## src/rtl/core/y2r_pkg.sv

```systemverilog
// y2r_pkg: shared widths, limits, conversion constants and helpers for the
// yuv420sp to rgb converter. No dependencies.
`default_nettype none

package y2r_pkg;

    // frame limits
    localparam int MAX_WIDTH  = 4096;
    localparam int MAX_HEIGHT = 4096;
    localparam int CNT_W      = $clog2(MAX_WIDTH);
    localparam int ROW_W      = $clog2(MAX_HEIGHT);

    // field widths
    localparam int LUMA_W   = 8;
    localparam int CHROMA_W = 8;
    localparam int WORD_W   = 32;
    localparam int INDEX_W  = 24;
    localparam int DIM_W    = 13;
    localparam int CH_W     = 18;
    localparam int ACC_W    = 22;

    // apb
    localparam int CFG_DATA_W = 32;
    localparam int CFG_ADDR_W = 4;

    typedef enum logic [1:0] {
        CFG_FRAME_WIDTH   = 2'd0,
        CFG_FRAME_HEIGHT  = 2'd1,
        CFG_REVERSE_ORDER = 2'd2,
        CFG_OUTPUT_FORMAT = 2'd3
    } t_cfg_reg;

    localparam logic [DIM_W-1:0] RST_FRAME_WIDTH  = 13'd1920;
    localparam logic [DIM_W-1:0] RST_FRAME_HEIGHT = 13'd1080;

    localparam logic FMT_ARGB8888 = 1'b0;
    localparam logic FMT_RGB565   = 1'b1;

    // bt.601 fixed point coefficients
    localparam logic signed [12:0] C_Y    = 13'sd1192;
    localparam logic signed [12:0] C_RV   = 13'sd1634;
    localparam logic signed [12:0] C_GV   = 13'sd833;
    localparam logic signed [12:0] C_GU   = 13'sd400;
    localparam logic signed [12:0] C_BU   = 13'sd2066;
    localparam logic [LUMA_W-1:0]  Y_OFS  = 8'd16;
    localparam logic signed [9:0]  UV_OFS = 10'sd128;
    localparam logic signed [ACC_W-1:0] CH_MAX = 22'sd262143;
    localparam logic [7:0] ALPHA = 8'hff;

    // one item between the index stage and the color stage
    typedef struct packed {
        logic [LUMA_W-1:0]   luma;
        logic [CHROMA_W-1:0] u;
        logic [CHROMA_W-1:0] v;
        logic                fmt;
        logic                emit;
        logic                even;
        logic [INDEX_W-1:0]  index;
        logic                last;
    } t_s1_item;

    function automatic logic [CH_W-1:0] sat_channel(input logic signed [ACC_W-1:0] x);
        logic [CH_W-1:0] res;
        if (x < 0) begin
            res = '0;
        end else if (x > CH_MAX) begin
            res = CH_MAX[CH_W-1:0];
        end else begin
            res = x[CH_W-1:0];
        end
        return res;
    endfunction

endpackage

`default_nettype wire

```

## src/rtl/core/y2r_pix_if.sv

```systemverilog
// y2r pixel channel interfaces: luma/chroma input items and packed output words.
// Depends on y2r_pkg.
`default_nettype none

interface y2r_pix_in_if import y2r_pkg::*; ();
    logic                valid;
    logic                ready;
    logic [LUMA_W-1:0]   luma;
    logic [CHROMA_W-1:0] chroma_u;
    logic [CHROMA_W-1:0] chroma_v;

    modport source (output valid, output luma, output chroma_u, output chroma_v,
                    input ready);
    modport sink   (input valid, input luma, input chroma_u, input chroma_v,
                    output ready);
endinterface

interface y2r_pix_out_if import y2r_pkg::*; ();
    logic               valid;
    logic               ready;
    logic [WORD_W-1:0]  pixel_word;
    logic [INDEX_W-1:0] word_index;
    logic               frame_last;

    modport source (output valid, output pixel_word, output word_index,
                    output frame_last, input ready);
    modport sink   (input valid, input pixel_word, input word_index,
                    input frame_last, output ready);
endinterface

`default_nettype wire

```

## src/rtl/core/yuv420sp_to_rgb_converter.sv

```systemverilog
// yuv420sp_to_rgb_converter: nv12 pixel stream to argb8888 or paired rgb565 words.
// Depends on y2r_pkg and the channel interfaces in y2r_pix_if.sv.
// The block takes one pixel per clock and sustains that rate with a ready
// output; each result passes the stage 0 register, then the output register.
// The first stage tracks row and column, latches chroma on even columns and
// assigns the word index; the second stage does the bt.601 constant multiplies,
// clamps and packing. In rgb565 mode even pixels produce no word, so words come
// out at half the pixel rate. Registers take effect on the next pixel and must
// be written over apb only while the stream is idle; the block does not enforce this.
`default_nettype none

module yuv420sp_to_rgb_converter import y2r_pkg::*; (
    input  wire                    i_clk,
    input  wire                    i_rst_n,
    y2r_pix_in_if.sink             i_pix,
    y2r_pix_out_if.source          o_pix,
    input  wire                    psel,
    input  wire                    penable,
    input  wire                    pwrite,
    input  wire [CFG_ADDR_W-1:0]   paddr,
    input  wire [CFG_DATA_W-1:0]   pwdata,
    output logic [CFG_DATA_W-1:0]  prdata,
    output logic                   pready
);

    // configuration
    logic [DIM_W-1:0] r_frame_width;
    logic [DIM_W-1:0] r_frame_height;
    logic             r_reverse_order;
    logic             r_output_format;
    logic             cfg_wr;
    t_cfg_reg         cfg_sel;

    assign pready  = 1'b1;
    assign cfg_wr  = psel && penable && pwrite && pready;
    assign cfg_sel = t_cfg_reg'(paddr[CFG_ADDR_W-1:2]);

    always_ff @(posedge i_clk) begin
        if (!i_rst_n) begin
            r_frame_width   <= RST_FRAME_WIDTH;
            r_frame_height  <= RST_FRAME_HEIGHT;
            r_reverse_order <= 1'b0;
            r_output_format <= FMT_ARGB8888;
        end else if (cfg_wr) begin
            case (cfg_sel)
                CFG_FRAME_WIDTH:   r_frame_width   <= pwdata[DIM_W-1:0];
                CFG_FRAME_HEIGHT:  r_frame_height  <= pwdata[DIM_W-1:0];
                CFG_REVERSE_ORDER: r_reverse_order <= pwdata[0];
                CFG_OUTPUT_FORMAT: r_output_format <= pwdata[0];
                default: ;
            endcase
        end
    end

    always_comb begin
        prdata = '0;
        case (cfg_sel)
            CFG_FRAME_WIDTH:   prdata = {{(CFG_DATA_W-DIM_W){1'b0}}, r_frame_width};
            CFG_FRAME_HEIGHT:  prdata = {{(CFG_DATA_W-DIM_W){1'b0}}, r_frame_height};
            CFG_REVERSE_ORDER: prdata = {{(CFG_DATA_W-1){1'b0}}, r_reverse_order};
            CFG_OUTPUT_FORMAT: prdata = {{(CFG_DATA_W-1){1'b0}}, r_output_format};
            default:           prdata = '0;
        endcase
    end

    // effective frame size
    logic [DIM_W-1:0]   w_eff;
    logic [DIM_W-1:0]   h_eff;
    logic [2*DIM_W-1:0] pixels;
    logic [2*DIM_W-1:0] pix_m1;
    logic [2*DIM_W-2:0] pairs_m1;

    always_comb begin
        w_eff = r_frame_width;
        if (r_frame_width < 13'd2) begin
            w_eff = 13'd2;
        end else if (r_frame_width > DIM_W'(MAX_WIDTH)) begin
            w_eff = DIM_W'(MAX_WIDTH);
        end
        w_eff[0] = 1'b0;
        h_eff = r_frame_height;
        if (r_frame_height < 13'd1) begin
            h_eff = 13'd1;
        end else if (r_frame_height > DIM_W'(MAX_HEIGHT)) begin
            h_eff = DIM_W'(MAX_HEIGHT);
        end
    end

    assign pixels   = w_eff * h_eff;
    assign pix_m1   = pixels - 1'b1;
    assign pairs_m1 = pixels[2*DIM_W-1:1] - 1'b1;

    // stage 0: position, chroma hold, index
    logic [CNT_W-1:0]    r_col;
    logic [ROW_W-1:0]    r_row;
    logic [CHROMA_W-1:0] r_held_u;
    logic [CHROMA_W-1:0] r_held_v;
    logic [INDEX_W-1:0]  r_out_index;

    logic [DIM_W-1:0]   col1, row1, col2, row2, col3, row3;
    logic               frame_start;
    logic               even;
    logic               emit;
    logic               last;
    logic [INDEX_W-1:0] start_idx;
    logic [INDEX_W-1:0] idx_cur;
    logic [CNT_W-1:0]   n_col;
    logic [ROW_W-1:0]   n_row;
    logic [INDEX_W-1:0] n_out_index;
    t_s1_item           n_s1;
    logic               in_acc;
    logic               out_en;

    t_s1_item           r_s1;
    logic               r_s1_valid;

    always_comb begin
        // a column or row beyond the current size ends the row or frame
        col1 = {1'b0, r_col};
        row1 = {1'b0, r_row};
        if (col1 >= w_eff) begin
            col1 = '0;
            row1 = row1 + 1'b1;
        end
        col2 = col1;
        row2 = row1;
        if (row1 >= h_eff) begin
            col2 = '0;
            row2 = '0;
        end
        frame_start = (col2 == '0) && (row2 == '0);
        even        = !col2[0];
        emit        = (r_output_format == FMT_ARGB8888) || !even;
        last        = (row2 == h_eff - 1'b1) && (col2 == w_eff - 1'b1);

        if (!r_reverse_order) begin
            start_idx = '0;
        end else if (r_output_format == FMT_ARGB8888) begin
            start_idx = pix_m1[INDEX_W-1:0];
        end else begin
            start_idx = pairs_m1[INDEX_W-1:0];
        end
        idx_cur = frame_start ? start_idx : r_out_index;

        n_out_index = idx_cur;
        if (emit) begin
            n_out_index = r_reverse_order ? idx_cur - 1'b1 : idx_cur + 1'b1;
        end

        col3 = col2 + 1'b1;
        row3 = row2;
        if (col3 >= w_eff) begin
            col3 = '0;
            row3 = row2 + 1'b1;
            if (row3 >= h_eff) begin
                row3 = '0;
            end
        end
        n_col = col3[CNT_W-1:0];
        n_row = row3[ROW_W-1:0];

        n_s1.luma  = i_pix.luma;
        n_s1.u     = even ? i_pix.chroma_u : r_held_u;
        n_s1.v     = even ? i_pix.chroma_v : r_held_v;
        n_s1.fmt   = r_output_format;
        n_s1.emit  = emit;
        n_s1.even  = even;
        n_s1.index = idx_cur;
        n_s1.last  = last;
    end

    assign out_en      = !o_pix.valid || o_pix.ready;
    assign i_pix.ready = out_en || !r_s1_valid;
    assign in_acc      = i_pix.valid && i_pix.ready;

    always_ff @(posedge i_clk) begin
        if (!i_rst_n) begin
            r_col       <= '0;
            r_row       <= '0;
            r_held_u    <= '0;
            r_held_v    <= '0;
            r_out_index <= '0;
            r_s1_valid  <= 1'b0;
        end else begin
            if (in_acc) begin
                r_col       <= n_col;
                r_row       <= n_row;
                r_out_index <= n_out_index;
                r_held_u    <= n_s1.u;
                r_held_v    <= n_s1.v;
                r_s1_valid  <= 1'b1;
            end else if (out_en) begin
                r_s1_valid  <= 1'b0;
            end
        end
    end

    always_ff @(posedge i_clk) begin
        if (in_acc) begin
            r_s1 <= n_s1;
        end
    end

    // stage 1: color math and packing
    logic [LUMA_W-1:0]        y_u8;
    logic signed [9:0]        y_s, u_s, v_s;
    logic signed [ACC_W-1:0]  r_sum, g_sum, b_sum, y_term;
    logic [CH_W-1:0]          r_ch, g_ch, b_ch;
    logic [15:0]              half;
    logic [WORD_W-1:0]        word;
    logic [15:0]              r_pending_half;
    logic                     s1_adv;

    always_comb begin
        y_u8   = (r_s1.luma < Y_OFS) ? '0 : r_s1.luma - Y_OFS;
        y_s    = $signed({2'b00, y_u8});
        u_s    = $signed({2'b00, r_s1.u}) - UV_OFS;
        v_s    = $signed({2'b00, r_s1.v}) - UV_OFS;
        y_term = C_Y * y_s;
        r_sum  = y_term + C_RV * v_s;
        g_sum  = y_term - C_GV * v_s - C_GU * u_s;
        b_sum  = y_term + C_BU * u_s;
        r_ch   = sat_channel(r_sum);
        g_ch   = sat_channel(g_sum);
        b_ch   = sat_channel(b_sum);
        half   = {r_ch[17:13], g_ch[17:12], b_ch[17:13]};
        if (r_s1.fmt == FMT_ARGB8888) begin
            word = {ALPHA, r_ch[17:10], g_ch[17:10], b_ch[17:10]};
        end else begin
            word = {r_pending_half, half};
        end
    end

    assign s1_adv = r_s1_valid && out_en;

    always_ff @(posedge i_clk) begin
        if (!i_rst_n) begin
            r_pending_half <= '0;
        end else if (s1_adv && (r_s1.fmt == FMT_RGB565) && r_s1.even) begin
            r_pending_half <= half;
        end
    end

    // output register
    logic               r_out_valid;
    logic [WORD_W-1:0]  r_out_word;
    logic [INDEX_W-1:0] r_out_idx;
    logic               r_out_last;

    always_ff @(posedge i_clk) begin
        if (!i_rst_n) begin
            r_out_valid <= 1'b0;
        end else if (out_en) begin
            r_out_valid <= r_s1_valid && r_s1.emit;
        end
    end

    always_ff @(posedge i_clk) begin
        if (out_en) begin
            r_out_word <= word;
            r_out_idx  <= r_s1.index;
            r_out_last <= r_s1.last;
        end
    end

    assign o_pix.valid      = r_out_valid;
    assign o_pix.pixel_word = r_out_word;
    assign o_pix.word_index = r_out_idx;
    assign o_pix.frame_last = r_out_last;

    // only even rgb565 pixels may skip a word
    a_no_emit_only_rgb565_even: assert property (@(posedge i_clk) disable iff (!i_rst_n)
        (r_s1_valid && !r_s1.emit) |-> (r_s1.fmt == FMT_RGB565 && r_s1.even))
        else $error("item without word outside rgb565 even column");

    // the last pixel of a frame is on an odd column and always yields a word
    a_last_emits: assert property (@(posedge i_clk) disable iff (!i_rst_n)
        (r_s1_valid && r_s1.last) |-> r_s1.emit)
        else $error("frame end item carries no word");

    // a forward frame starts at index zero
    a_fwd_start_zero: assert property (@(posedge i_clk) disable iff (!i_rst_n)
        (in_acc && frame_start && !r_reverse_order) |=> (r_s1.index == '0))
        else $error("forward frame did not start at index zero");

endmodule

`default_nettype wire
```

## src/flat_wrapper.sv

```systemverilog
// flat-port wrapper written by rule: the top's interface ports become plain ports
module yuv420sp_to_rgb_converter_flat import y2r_pkg::*;
  (i_clk, i_rst_n, psel, penable, pwrite, paddr, pwdata, prdata, pready, i_pix_valid, i_pix_luma, i_pix_chroma_u, i_pix_chroma_v, i_pix_ready, o_pix_valid, o_pix_pixel_word, o_pix_word_index, o_pix_frame_last, o_pix_ready);
  y2r_pix_in_if i_pix_i ();
  y2r_pix_out_if o_pix_i ();
  input  wire i_clk;
  input  wire i_rst_n;
  input  wire psel;
  input  wire penable;
  input  wire pwrite;
  input  wire [CFG_ADDR_W-1:0] paddr;
  input  wire [CFG_DATA_W-1:0] pwdata;
  output logic [CFG_DATA_W-1:0] prdata;
  output logic pready;
  input wire logic [$bits(i_pix_i.valid)-1:0] i_pix_valid;
  input wire logic [$bits(i_pix_i.luma)-1:0] i_pix_luma;
  input wire logic [$bits(i_pix_i.chroma_u)-1:0] i_pix_chroma_u;
  input wire logic [$bits(i_pix_i.chroma_v)-1:0] i_pix_chroma_v;
  output wire logic [$bits(i_pix_i.ready)-1:0] i_pix_ready;
  output wire logic [$bits(o_pix_i.valid)-1:0] o_pix_valid;
  output wire logic [$bits(o_pix_i.pixel_word)-1:0] o_pix_pixel_word;
  output wire logic [$bits(o_pix_i.word_index)-1:0] o_pix_word_index;
  output wire logic [$bits(o_pix_i.frame_last)-1:0] o_pix_frame_last;
  input wire logic [$bits(o_pix_i.ready)-1:0] o_pix_ready;
  assign i_pix_i.valid = i_pix_valid;
  assign i_pix_i.luma = i_pix_luma;
  assign i_pix_i.chroma_u = i_pix_chroma_u;
  assign i_pix_i.chroma_v = i_pix_chroma_v;
  assign i_pix_ready = i_pix_i.ready;
  assign o_pix_valid = o_pix_i.valid;
  assign o_pix_pixel_word = o_pix_i.pixel_word;
  assign o_pix_word_index = o_pix_i.word_index;
  assign o_pix_frame_last = o_pix_i.frame_last;
  assign o_pix_i.ready = o_pix_ready;
  yuv420sp_to_rgb_converter u_core (.i_clk(i_clk), .i_rst_n(i_rst_n), .i_pix(i_pix_i), .o_pix(o_pix_i), .psel(psel), .penable(penable), .pwrite(pwrite), .paddr(paddr), .pwdata(pwdata), .prdata(prdata), .pready(pready));
endmodule
```

## config.mk

```make
export PLATFORM = sky130hd
export DESIGN_NAME = yuv420sp_to_rgb_converter_flat
export DESIGN_NICKNAME = d
export VERILOG_FILES = /design/src/rtl/core/y2r_pkg.sv /design/src/rtl/core/y2r_pix_if.sv /design/src/rtl/core/yuv420sp_to_rgb_converter.sv /design/src/flat_wrapper.sv
export SDC_FILE = /design/constraint.sdc
export NUM_CORES = 1
export LEC_CHECK = 0
export BUFFER_PORTS_ARGS = -buffer_cell sky130_fd_sc_hd__buf_2
export CAP_MARGIN = 5
export CELL_PAD_IN_SITES_DETAIL_PLACEMENT = 1
export CELL_PAD_IN_SITES_GLOBAL_PLACEMENT = 1
export CORE_MARGIN = 8
export CORE_UTILIZATION = 44
export DETAILED_ROUTE_END_ITERATION = 8
export HOLD_SLACK_MARGIN = 0.02
export PLACE_DENSITY_LB_ADDON = 0.1
export SLEW_MARGIN = 25
export SYNTH_ARGS = -nofsm -noshare
export SYNTH_HDL_FRONTEND = slang
export SYNTH_SLANG_ARGS = --single-unit
export TNS_END_PERCENT = 10
```

## constraint.sdc

```tcl
create_clock -name i_clk -period 9.45 [get_ports i_clk]
set_input_delay 0.4725 -clock i_clk [delete_from_list [all_inputs] [get_ports i_clk]]
set_output_delay 0.4725 -clock i_clk [all_outputs]
set_load 0.02 [all_outputs]
```

==> out/summary.txt <==
CP Capture Type -> flop
Top Ports -> 159
Setup crit start kind -> flop
Initial DRC Count -> 1,050
Syn. warnings -> 0
DRC Markers -> 0
Vias per cell -> 5.63
VDD IR-drop max -> 0.263 mV
Max Root-Sink Buffers -> 3
Global route hottest layer -> met2
Final #Nets -> 3,839
Slew at the pin closest to its max-slew limit -> 1040 ps
Top cells by area, synth -> ha_1 19%, fa_1 13%, edfxtp_1 13%, dfxtp_1 8.5%, inv_1 5.3%
H-tree depth -> 1
Slew Viols, Final -> 0
Grt ovf -> 0
Initial core utilization -> 44.3%
Final wirelength -> 82,300 µm
Synth top area share -> 18.8%
Final ANT Viol Nets -> 0
Area Overhead vs Synth -> 11.9%
Placed wire-length estimate -> 65,800 µm
Diodes inserted -> 0
Hold WS -> 65.2 ps
Slew HR -> 30.7%
Total CTS buffers -> 28
Required @ worst endpoint -> 9910 ps
Die Span X -> 259 µm
Global-route wire length before repair -> 134,000 µm
Max cap viols -> 0
Input/output buffers -> 117
GR Util met3 -> 2.37%
Reg clk slew, reported paths -> 60 ps
Synthesized area per cell -> 8.51 µm²
Asr flop ratio synth -> 0%
Layout cells sized above 1 -> 11.9%
Std cell rows -> 89
Most common cell in the netlist -> ha_1
Root buffer cell -> clkbuf_16
Worst-path fanout max -> 10
Vias in the first global route -> 24,900
Clock sinks -> 219
Largest net degree at the start of global routing -> 59
Core area -> 58,800 µm²
CP max stage delay -> 560 ps
Main flop type after synthesis -> dfxtp_1
Tcrit/Tclk final -> 95.0%
RSZ-0062 raised after global routing -> true
Tmin final -> 8970 ps
Drt pass-1 iters -> 5
Initial antenna violation count -> 0
Vias -> 22,600
Die H -> 259 µm
Hold Buf Count CTS -> 0
Number of synthesized flops with an enable pin -> 109
Mapped Area -> 26,000 µm²
Met1 Usage GRT -> 29.4%
Grt met2 use -> 45.5%
Later-pin clock latency in the skew report -> 590 ps
Setup slack after layout -> 476 ps
Fmax -> 111 MHz
Outcome -> finished, final reports clean
Crit path arrival time -> 9430 ps
Placer Congestion -> 0.896
CTS tree -> done
Final setup fails -> 0
Clock Skew -> 40.1 ps
GRT Total Usage -> 24.5%
Worst path slowest cell -> or4_4
Final hold vios -> 0
Most frequent cells after synthesis -> 392 x ha_1, 367 x inv_1, 367 x nand2_1, 233 x nor2_1, 185 x a21oi_1
Wire per inst -> 20.5 µm
Hold Path Class -> in2reg
WS Path Type -> reg2reg
Leakage -> 13.8 nW
Seq/Total Area, Yosys -> 21.0%
Post-place setup slack -> 110 ps
Critical Path Most Common Cell -> fa_1
Pwr dens -> 244 nW/µm²
Synth unique cells -> 90
Seq cells post-synth -> 219
Mapped Cells -> 3,060
Area leader, netlist -> ha_1
Die area -> 67,200 µm²
==> layout make-up <==
class,instances,area [µm²]
inverter,379,1430
multi-input combinational,2352,18800
sequential,219,5480
timing repair buffer,236,1480
clock inverter,14,155
tap,773,967
clock buffer,37,818
fill,7045,29600
==> report_power, final <==
group	leakage, nW	total, mW	switching [mW]	internal [mW]
Sequential	2.03	1.20	0.0684	1.13
Combinational	11.3	4.78	2.88	1.90
Clock	0.474	1.15	0.476	0.670
==> placed cells by master, fill, tap and decap left out, types with 31 or more instances in the layout <==
cell type  count
ha_1         383
nand2_1      366
inv_1        363
nor2_1       232
a21oi_1      179
fa_1         164
xnor2_1      120
buf_4        118
buf_2        117
dfxtp_1      110
edfxtp_1     109
o21ai_0       98
nand3_1       85
xor2_1        56
nor3_1        51
a21o_1        50
nor2b_1       45
mux2i_1       31
clkbuf_16     31
==> what timing repair did <==
item                                    4_1_cts  5_1_grt
resized for setup                             0       53
setup buffers                                 0        3
endpoints found under the setup margin        0       10
==> final timing paths <==
kind	startpoint	to	slack [ps]	cells after the start
min reg2reg	u_core.r_s1[15]	u_core.o_pix.word_index[14]	410	0
max reg2reg	u_core.r_frame_width[6]	u_core.r_out_index[21]	480	37
min	i_pix_luma[2]	u_core.r_s1[46]	70	1
max	u_core.r_frame_width[6]	u_core.r_out_index[21]	480	37
==> layer usage <==
layer,routed length (µm),share of wire [%]
met2,42400,52
met3,2900,3.5
met5,0,0
met1,34400,42
met4,2620,3.2
==> worst max-delay path: cells and delay by family (launching register included) <==
kind            cells  cell delay, ps
compound gates     16            3200
xor+xnor            1             170
fa+ha+maj           7            3250
buf+inv             5             510
flops               1             330
simple gates        8            1370
==> stage by stage <==
step,area (µm²),power (mW),TNS [ps],cells,util [%]
after CTS,28900,7.16,0,4007,49.2
after detailed placement,28000,5.96,0,3956,47.6
final,29200,7.13,0,4010,49.6
after floorplan,26100,4.61,0,3078,-
after global routing,29200,7.78,-204,4010,49.6
after global placement,28000,5.74,0,3956,47.6
==> sequential cells by signal, indices dropped and copies added, names as in the netlist <==
signal / flops
u_core.o_pix.frame_last: 1
u_core.o_pix.word_index: 24
u_core.r_reverse_order: 1
u_core.o_pix.valid: 1
u_core.r_held_u: 8
u_core.o_pix.pixel_word: 32
u_core.r_pending_half: 16
u_core.r_output_format: 1
u_core.r_row: 12
u_core.r_out_index: 24
u_core.r_frame_width: 13
u_core.r_s1_valid: 1
u_core.r_frame_height: 13
u_core.r_held_v: 8
u_core.r_s1: 52
u_core.r_col: 12
==> cells by family after synthesis <==
logic type                 share of synthesized area (%)
muxes                                               2.01
DFF                                                 21.0
and+or+nand+nor                                     16.8
other                                             0.0288
AOI/OAI and AO/OA                                   14.9
adders and majority gates                           31.4
buffers and inverters                               7.70
xor gates and xnor gates                            6.15
No activity file was read; power rests on OpenSTA's default activity.
